==> config.mk <==
export PLATFORM = sky130hd
export DESIGN_NAME = remote_link_qualifier_fsm_unit
export DESIGN_NICKNAME = d
export VERILOG_FILES = /design/src/rlq_pkg.sv /design/src/remote_link_qualifier_fsm_unit.sv /design/src/rlq_step.sv
export SDC_FILE = /design/constraint.sdc
export NUM_CORES = 1
export LEC_CHECK = 0
export ABC_CLOCK_PERIOD_IN_PS = 10400
export BUFFER_PORTS_ARGS = -buffer_cell sky130_fd_sc_hd__buf_2
export CORE_MARGIN = 2
export CORE_UTILIZATION = 65
export DETAILED_ROUTE_END_ITERATION = 6
export PLACE_DENSITY = 0.84
export SKIP_CTS_REPAIR_TIMING = 1
export SYNTH_ARGS = -nofsm -noshare
export SYNTH_HDL_FRONTEND = slang
export SYNTH_HIERARCHICAL = 1
export SYNTH_SLANG_ARGS = --single-unit
export TNS_END_PERCENT = 5
==> constraint.sdc <==
create_clock -name clock -period 10.4 [get_ports clock]
set_input_delay 2.08 -clock clock [delete_from_list [all_inputs] [get_ports clock]]
set_output_delay 2.08 -clock clock [all_outputs]
set_load 0.05 [all_outputs]
==> src/rlq_pkg.sv <==
// Package for the remote link qualifier: request and response payload types,
// the qualifier state record, and the link state and diagnostic codes.
// No dependencies.
package rlq_pkg;

   // Link state codes as they appear on the response.
   localparam logic [1:0] MODE_OFFLINE    = 2'd0;
   localparam logic [1:0] MODE_QUALIFYING = 2'd1;
   localparam logic [1:0] MODE_ONLINE     = 2'd2;
   localparam logic [1:0] MODE_FAILSAFE   = 2'd3;

   // Diagnostic codes latched by the fault checks.
   localparam logic [2:0] DIAG_NONE     = 3'd0;
   localparam logic [2:0] DIAG_TIMEOUT  = 3'd1;
   localparam logic [2:0] DIAG_FAILSAFE = 3'd2;
   localparam logic [2:0] DIAG_DECODE   = 3'd3;
   localparam logic [2:0] DIAG_IMPLAUS  = 3'd4;

   // Hold time loaded at reset, in milliseconds.
   localparam logic [15:0] HOLD_TIME_RESET = 16'd200;

   // One link-status snapshot.
   typedef struct packed {
      logic        link_timeout;
      logic        receiver_failsafe;
      logic        decode_errors_over;
      logic        implausible_data;
      logic        frame_valid;
      logic [31:0] time_ms;
   } req_type;

   // One qualifier result.
   typedef struct packed {
      logic [1:0] link_state;
      logic [2:0] diag_code;
   } rsp_type;

   // Qualifier state carried from one request to the next.
   typedef struct packed {
      logic [1:0]  mode;
      logic [31:0] qualify_start;
      logic [2:0]  last_diag;
   } state_type;

endpackage

==> src/remote_link_qualifier_fsm_unit.sv <==
// Top level of the remote link qualifier: input register, state registers,
// response register and the hold time register. Depends on rlq_pkg and rlq_step.
//
//   channel | ports                               | direction
//   --------+-------------------------------------+----------
//   request | req_valid, req_stall, req_data      | in
//   result  | rsp_valid, rsp_stall, rsp_data      | out
//   config  | csr_write_enable, csr_write_data    | in
//
// One request per cycle is accepted while the response is not stalled; it passes
// through the input register and then the response register.
// The state update is one priority chain and one 32-bit subtract-compare.
// Reset is synchronous: state goes offline with diagnostic ok, hold time 200.
// A stalled response holds; the input register keeps accepting until it is full.
module remote_link_qualifier_fsm_unit
   import rlq_pkg::*;
(
   input  logic        clock,
   input  logic        reset,
   input  logic        req_valid,
   output logic        req_stall,
   input  req_type     req_data,
   output logic        rsp_valid,
   input  logic        rsp_stall,
   output rsp_type     rsp_data,
   input  logic        csr_write_enable,
   input  logic [15:0] csr_write_data
);

   logic        in_valid_ff, in_valid_in;
   req_type     in_data_ff;
   logic        rsp_valid_ff, rsp_valid_in;
   rsp_type     rsp_data_ff;
   state_type   state_ff, state_in;
   logic [15:0] hold_time_ff;
   logic        req_accept;
   logic        advance;

   // The held request moves on when the response register is free or being taken.
   assign advance     = in_valid_ff && (!rsp_valid_ff || !rsp_stall);
   assign req_stall   = in_valid_ff && !advance;
   assign req_accept  = req_valid && !req_stall;
   assign in_valid_in = req_accept || (in_valid_ff && !advance);

   // Response register empties when taken and refills on advance.
   always_comb begin
      rsp_valid_in = rsp_valid_ff;
      if (advance) begin
         rsp_valid_in = 1'b1;
      end else if (rsp_valid_ff && !rsp_stall) begin
         rsp_valid_in = 1'b0;
      end
   end

   rlq_step u_step (
      .state        (state_ff),
      .req          (in_data_ff),
      .hold_time_ms (hold_time_ff),
      .next_state   (state_in)
   );

   // Control and state registers.
   always_ff @(posedge clock) begin
      if (reset) begin
         in_valid_ff  <= 1'b0;
         rsp_valid_ff <= 1'b0;
         state_ff     <= '{mode: MODE_OFFLINE, qualify_start: 32'd0, last_diag: DIAG_NONE};
         hold_time_ff <= HOLD_TIME_RESET;
      end else begin
         in_valid_ff  <= in_valid_in;
         rsp_valid_ff <= rsp_valid_in;
         if (advance) begin
            state_ff <= state_in;
         end
         if (csr_write_enable) begin
            hold_time_ff <= csr_write_data;
         end
      end
   end

   // Payload registers.
   always_ff @(posedge clock) begin
      if (req_accept) begin
         in_data_ff <= req_data;
      end
      if (advance) begin
         rsp_data_ff.link_state <= state_in.mode;
         rsp_data_ff.diag_code  <= state_in.last_diag;
      end
   end

   assign rsp_valid = rsp_valid_ff;
   assign rsp_data  = rsp_data_ff;

   // A held request always reaches an empty response register next cycle.
   assert property (@(posedge clock) disable iff (reset)
      (in_valid_ff && !rsp_valid_ff) |=> rsp_valid_ff)
      else $error("held request did not advance into a free response register");

   // The response shown always matches the current qualifier state.
   assert property (@(posedge clock) disable iff (reset)
      rsp_valid_ff |-> (rsp_data_ff.link_state == state_ff.mode &&
                        rsp_data_ff.diag_code == state_ff.last_diag))
      else $error("response does not match qualifier state");

   // Online is only reached and kept with a clear diagnostic.
   assert property (@(posedge clock) disable iff (reset)
      (state_ff.mode == MODE_ONLINE) |-> (state_ff.last_diag == DIAG_NONE))
      else $error("online with a latched diagnostic");

   // Failsafe always carries one of the failsafe-class diagnostics.
   assert property (@(posedge clock) disable iff (reset)
      (state_ff.mode == MODE_FAILSAFE) |->
         (state_ff.last_diag == DIAG_FAILSAFE || state_ff.last_diag == DIAG_DECODE ||
          state_ff.last_diag == DIAG_IMPLAUS))
      else $error("failsafe without a failsafe diagnostic");

   // A full pipeline under output stall holds off new requests.
   assert property (@(posedge clock) disable iff (reset)
      (in_valid_ff && rsp_valid_ff && rsp_stall) |-> req_stall)
      else $error("request taken while pipeline is full and stalled");

endmodule

==> src/rlq_step.sv <==
// Next-state logic of the remote link qualifier for one snapshot.
// Depends on rlq_pkg for the payload, state types and codes.
module rlq_step
   import rlq_pkg::*;
(
   input  state_type   state,
   input  req_type     req,
   input  logic [15:0] hold_time_ms,
   output state_type   next_state
);

   logic [31:0] elapsed;

   // Elapsed time since qualification started, modulo 2^32.
   assign elapsed = req.time_ms - state.qualify_start;

   // Fault checks in fixed priority order, then frame validity and the hold check.
   always_comb begin
      next_state = state;
      priority if (req.link_timeout) begin
         next_state.mode          = MODE_OFFLINE;
         next_state.qualify_start = req.time_ms;
         next_state.last_diag     = DIAG_TIMEOUT;
      end else if (req.receiver_failsafe) begin
         next_state.mode          = MODE_FAILSAFE;
         next_state.qualify_start = req.time_ms;
         next_state.last_diag     = DIAG_FAILSAFE;
      end else if (req.decode_errors_over) begin
         next_state.mode          = MODE_FAILSAFE;
         next_state.qualify_start = req.time_ms;
         next_state.last_diag     = DIAG_DECODE;
      end else if (req.implausible_data) begin
         next_state.mode          = MODE_FAILSAFE;
         next_state.qualify_start = req.time_ms;
         next_state.last_diag     = DIAG_IMPLAUS;
      end else if (!req.frame_valid) begin
         // An invalid frame drops the link but keeps the last diagnostic.
         next_state.mode          = MODE_OFFLINE;
         next_state.qualify_start = req.time_ms;
      end else if (state.mode == MODE_ONLINE) begin
         next_state.last_diag = DIAG_NONE;
      end else if (state.mode == MODE_QUALIFYING) begin
         if (elapsed >= {16'd0, hold_time_ms}) begin
            next_state.mode      = MODE_ONLINE;
            next_state.last_diag = DIAG_NONE;
         end
      end else begin
         // Qualification restarts now, so only a zero hold time goes online at once.
         next_state.qualify_start = req.time_ms;
         if (hold_time_ms == 16'd0) begin
            next_state.mode      = MODE_ONLINE;
            next_state.last_diag = DIAG_NONE;
         end else begin
            next_state.mode = MODE_QUALIFYING;
         end
      end
   end

endmodule
# --- Word level (Yosys, flattened, before mapping) ---
# Index checks and enable logic that the tools add are counted.
# W data, S select, Z words.
word_totals:
  ff_bits: 97
  latchBits: 0
  ram_bits: 0
  romBits: 0
  input_bits: 58
  out_inout_bits: 7
  word_cells: 50
  mem_count: 0
classes:
  add_sub_neg: 1
  n_mul: 0
  div_mod_pow: 0
  magnitude_cmp: 1
  n_eq_ne: 4
  shift: 0
  mux: 17
  bitwise_logic: 0
  n_reduce_logical: 13
op_table:
  columns: ["op", "count"]
  rows:
  - ["$mux W37", 4]
  - ["$mux W34", 2]
  - ["$ge A32 B16 Y1", 1]
  - ["$mux W32", 1]
  - ["$sub A32 B32 Y32", 1]
  - ["$logic_not A16 Y1", 1]
  - ["$mux W3", 5]
  - ["$ne A6 B6 Y1 const B", 2]
  - ["$mux W2", 3]
  - ["$logic_and A1 B1 Y1", 4]
  - ["$logic_not A1 Y1", 4]
  - ["$reduce_and A3 Y1", 1]
  - ["$eq A2 B1 Y1 const B", 1]
  - ["$eq A2 B2 Y1 const B", 1]
  - ["$logic_or A1 B1 Y1", 2]
  - ["$mux W1", 2]
  - ["$reduce_bool A2 Y1", 1]

# --- Depth between registers and ports, before layout ---
depth:
  word_depth: 10
  ltp_mapped: 23
  ltp_nobuf: 22

# --- Hierarchy ---
# Netlist, hierarchy kept.
modules_own_cells:
  columns: ["module", "instances", "cells_per_inst", "area_each_um2", "seq_area_each_um2"]
  rows:
  - ["remote_link_qualifier_fsm_unit", 1, 264, 3575.9, 2362.3]
  - ["rlq_step", 1, 505, 3098.0, 0.0]

# --- Least setup slack after synthesis ---
# No wires, ideal clock.
synth_timing:
  path_type: "input to output"
  startpoint: "in rsp_stall"
  endpoint: "out req_stall"
  arrival_time_ns: 2.521
  path_slack_ns: 5.799
  path_stages: 2
  cell_sequence: "nand3_1 > inv_1"
synth_via:
  elab_chain_len: 5
synth_lines:
  columns: ["element", "line", "text"]
  rows:
  - ["from (decl)", "remote_link_qualifier_fsm_unit.sv:24", "input logic rsp_stall,"]
  - ["$logic_not A1 Y1", "remote_link_qualifier_fsm_unit.sv:40", "assign advance = in_valid_ff && (!rsp_valid_ff || !rsp_stall);"]
  - ["$logic_or A1 B1 Y1", "remote_link_qualifier_fsm_unit.sv:40", null]
  - ["$logic_and A1 B1 Y1", "remote_link_qualifier_fsm_unit.sv:40", null]
  - ["$logic_not A1 Y1", "remote_link_qualifier_fsm_unit.sv:41", "assign req_stall = in_valid_ff && !advance;"]
  - ["$logic_and A1 B1 Y1", "remote_link_qualifier_fsm_unit.sv:41", null]
  - ["to (decl)", "remote_link_qualifier_fsm_unit.sv:21", "output logic req_stall,"]
# No other way between the ends.

==> impl_metrics.csv <==
group,metric,value,unit
critical_path,crit-reg2reg-capture,"state_ff[36]",
drt,finalWirelength,15700,microns
grt,grt_antenna_before_repair,0,
floorplan,die_h,105.3,microns
cts,clock_tree.buffer_depth,2,
cts,clkTransAtPathRegs,0.10,ns
pwr,total_power_per_unit_cell_area,129.0,nW/um^2
pwr,internal-power,0.0006177,W
sta,period_minus_slack,5.027,ns
logic_synthesis,post_synth_and_or_nand_nor_area_fraction,20.94,%
sta,finalHoldViolCount,0,
critical_path,timing.critical_path.cells,"ha_1 > nand4_1 > a211oi_1 > nor2_1 > nor2_1 > nor2_1 > o21ai_0 > xor2_1 > ha_1 > a211oi_1 > nor2_1 > a31oi_1 > o2111ai_1 > a2111oi_0 > nand4_1 > or4_1 > o31a_1 > o41a_1 > nand2b_1 > mux2i_1",
cells_and_area,footprint_of_the_multi_input_gates,3894,sq um
sta,fmax,198.9,MHz
grt,grt_pass1_wl,25600,microns
logic_synthesis,post_synth_fa_ha_maj_area_fraction,9.111,%
sta,final_max_slew_viol_count,0,
worst_hold_path,timing.hold.worst.start,"state_ff[6]",
logic_synthesis,synth_async_sr_flop_share,0,%
cells_and_area,layout.core_utilization,72.62,%
cells_and_area,fillers,738,
critical_path,critical_path.max_fanout,6,
worst_hold_path,min-delay-path-class,"flip-flop to flip-flop",
sta,rsz_0062_raised_after_global_routing,"false",
critical_path,cp-end-kind,"flip-flop",
drt,drt_first_pass_iters,6,
drt,drcViolationCount,0,
pwr,p_sw_share,33.17,%
logic_synthesis,synth.yosys.seq_area_share,35.40,%
drt,vias_per_cell,5.970,
critical_path,startpoint_class_of_the_critical_path,"flip-flop",
critical_path,ff2ff_path_depth,20,
placed_design,gp_congestion,0.9053,
floorplan,num_io_pins,65,
placed_design,dpl_worst_slack,5.477,ns
logic_synthesis,postSynthRegisterBits,97,
sta,fin_tns_setup,0,ns
critical_path,critPathMostFrequentCell,"sky130_fd_sc_hd__nor2_1",
drt,wl_per_cell,16.58,microns
critical_path,crit_buf_inv,0,
logic_synthesis,synthTopCellsByArea,"sky130_fd_sc_hd__edfxtp_1 19%, sky130_fd_sc_hd__dfxtp_1 16%, sky130_fd_sc_hd__ha_1 8.8%, sky130_fd_sc_hd__mux2i_1 8.2%, sky130_fd_sc_hd__nand2b_1 7.4%",
logic_synthesis,post_synth_instance_area,6674,sq um
worst_hold_path,hold_crit_depth,2,
placed_design,numPortBuffers,64,
critical_path,worst-r2r-setup-slack,5.37,ns
logic_synthesis,avgSynthCellArea,8.679,sq um
drt,total_vias_in_the_final_route,5654,
sta,clock_skew,0.01050,ns
critical_path,critical_path_arrival,5.28,ns
cts,tritoncts_sinks,97,
sta,worst_slew_pin_slew,1.255,ns
sta,timing.final.setup_violations,0,
sta,post-route-period-util,48.33,%
outcome,run_status,"completed",
logic_synthesis,synth_fp_nets,875,
critical_path,crit_family,"compound AO/OA/AOI/OAI gates",
sta,worst_hold_slack,0.4794,ns
cts,tritoncts,"built",
worst_hold_path,hold_end,"state_ff[6]",
cts,tritoncts.num_buffers,9,
logic_synthesis,yosysMostFrequentCell,"sky130_fd_sc_hd__nand2b_1",
grt,grt_util_all_layers,28.73,%
logic_synthesis,share_of_the_synthesized_area_in_compound_gates_ao_oa_aoi_oai,17.12,%
grt,first_global_vias,5302,
logic_synthesis,yosys_warnings,6,
logic_synthesis,synth_top_cell_by_area,"sky130_fd_sc_hd__edfxtp_1",
floorplan,dieWidth,105.3,microns
cts,clockRootBuffer,"sky130_fd_sc_hd__clkbuf_8",
floorplan,placementRows,36,
placed_design,dp.final_hpwl,11780,microns
grt,grt_start_max_net_pins,93,
placed_design,dp_cells,931,
logic_synthesis,synth-edff-count,42,
sta,slew_headroom,16.32,%
logic_synthesis,synthesis.instances,769,
logic_synthesis,synth_cell_count_leaders,"79 x sky130_fd_sc_hd__nand2b_1, 77 x sky130_fd_sc_hd__nand2_1, 60 x sky130_fd_sc_hd__inv_1",
pwr,clkPwrFrac,24.6,%
pwr,vdd.ir_drop.worst,0.1260,mV
critical_path,cp_slowest_stage_delay,0.46,ns
logic_synthesis,synthFlopType,"sky130_fd_sc_hd__dfxtp_1",
pwr,power.combinational.fraction,28.5,%
critical_path,timing.critical_path.required,10.65,ns
cells_and_area,final-seq-area,2362,sq um
cells_and_area,finalNonFillerCells,947,
pwr,switching_power_of_the_nets,0.0003066,W
floorplan,core,9864,sq um
pwr,seqPwrFrac,46.9,%
logic_synthesis,synthesized_area_fraction_occupied_by_xor_and_xnor_cells,2.362,%
critical_path,cp_num_cells,20,
flow_run,max_cap_viol_count,0,
cts,insertion_delay,0.38,ns
logic_synthesis,synth.lib_cells_used.distinct,67,
critical_path,crit_type,"flip-flop to flip-flop",
drt,ant_nets,0,
logic_synthesis,yosys.area.top_type_share,18.90,%
cells_and_area,nets,915,
floorplan,start_util,67.66,%
critical_path,slowest_stage,"sky130_fd_sc_hd__ha_1",
drt,detailedRoute.firstIterationViolations,539,
critical_path,regToRegStartpoint,"in_data_ff[5]",
floorplan,floorplan.die_area,11090,sq um
cells_and_area,antenna-diode-count,0,
cells_and_area,layout_area_growth_over_synthesis,7.330,%
logic_synthesis,largest_family_of_logic_cells_by_synthesized_area,"simple AND/OR/NAND/NOR gates",
logic_synthesis,post_synth_mux_area_share,8.586,%
pwr,p_leak,2.867,nW
grt,globalRouteOverflowTotal,0,
sta,layout_setup_ws,5.373,ns
cts,h-tree-depth,3,
cells_and_area,layout-drive-gt1-share,11.79,%
routing by layer:
layer	part of all wire (%)	GRT usage, %
met1	47	40.55
met2	45	45.21
met3	6.0	5.071
met4	1.5	8.286
met5	0	0
worst register-to-register path: cells and delay by family (launching register included):
| kind | cells | cell delay, ns |
|---|---|---|
| compound gates | 8 | 2.27 |
| simple gates | 8 | 1.24 |
| fa+ha+maj | 2 | 0.73 |
| flops | 1 | 0.40 |
| xor+xnor | 1 | 0.20 |
| mux | 1 | 0.06 |
cells in the final DEF (no fill, tap or decap), types with 15 or more instances in the layout:
cell type                  Yosys  layout
sky130_fd_sc_hd__a21oi_1      40      40
sky130_fd_sc_hd__buf_2        11      64
sky130_fd_sc_hd__dfxtp_1      55      55
sky130_fd_sc_hd__edfxtp_1     42      42
sky130_fd_sc_hd__ha_1         47      47
sky130_fd_sc_hd__inv_1        60      60
sky130_fd_sc_hd__mux2i_1      55      55
sky130_fd_sc_hd__nand2_1      77      77
sky130_fd_sc_hd__nand2b_1     79      79
sky130_fd_sc_hd__nand4_1      15      15
sky130_fd_sc_hd__nor2_1       53      52
sky130_fd_sc_hd__nor3_1       16      16
sky130_fd_sc_hd__o21ai_0      56      56
state kept, by name, summed over array words and instances (netlist names):
| signal | count |
|---|---|
| hold_time_ff | 16 |
| in_data_ff | 37 |
| in_valid_ff | 1 |
| rsp_data | 5 |
| rsp_valid | 1 |
| state_ff | 37 |
per-stage QoR:
step / cell area [sq um] / total power (W)
final: 7163 / 0.0009243
after floorplan: 6674 / 0.0006326
after global routing: 7163 / 0.0009741
after global placement: 6983 / 0.0006876
after detailed placement: 6983 / 0.0006985
after CTS: 7163 / 0.0009261
power groups by stage:
stage	Sequential (W)	Clock [W]	Combinational, W
floorplan	0.000443	0	0.000190
global placement	0.000441	0	0.000247
detailed placement	0.000442	0	0.000256
CTS	0.000434	0.000234	0.000258
global route	0.000436	0.000248	0.000290
finish	0.000434	0.000228	0.000263
worst max path at each step:
stage / startpoint / end
after CTS: in_data_ff[5] / state_ff[36]
after global routing: in_data_ff[5] / state_ff[36]
after floorplan: rsp_stall / req_stall
final: in_data_ff[5] / state_ff[36]
after global placement: rsp_stall / req_stall
after detailed placement: in_data_ff[5] / state_ff[36]
kinds of logic (layout without fill, tap and decap cells):
| kind of cell | Yosys count | after routing |
|---|---|---|
| fa+ha+maj | 48 | 48 |
| mux | 57 | 57 |
| flops | 97 | 97 |
| buf+inv | 97 | 142 |
| xor+xnor | 18 | 18 |
| compound gates | 175 | 175 |
| simple gates | 277 | 277 |
final cells by class:
| cell class | instances | area share [%] |
|---|---|---|
| sequential | 97 | 32.98 |
| multi-input combinational | 575 | 54.36 |
| tap | 133 | 2.323 |
| inverter | 60 | 3.144 |
| clock buffer | 10 | 1.921 |
| timing repair buffer | 66 | 4.681 |
| clock inverter | 6 | 0.5939 |
(Power assumes the default switching activity.)
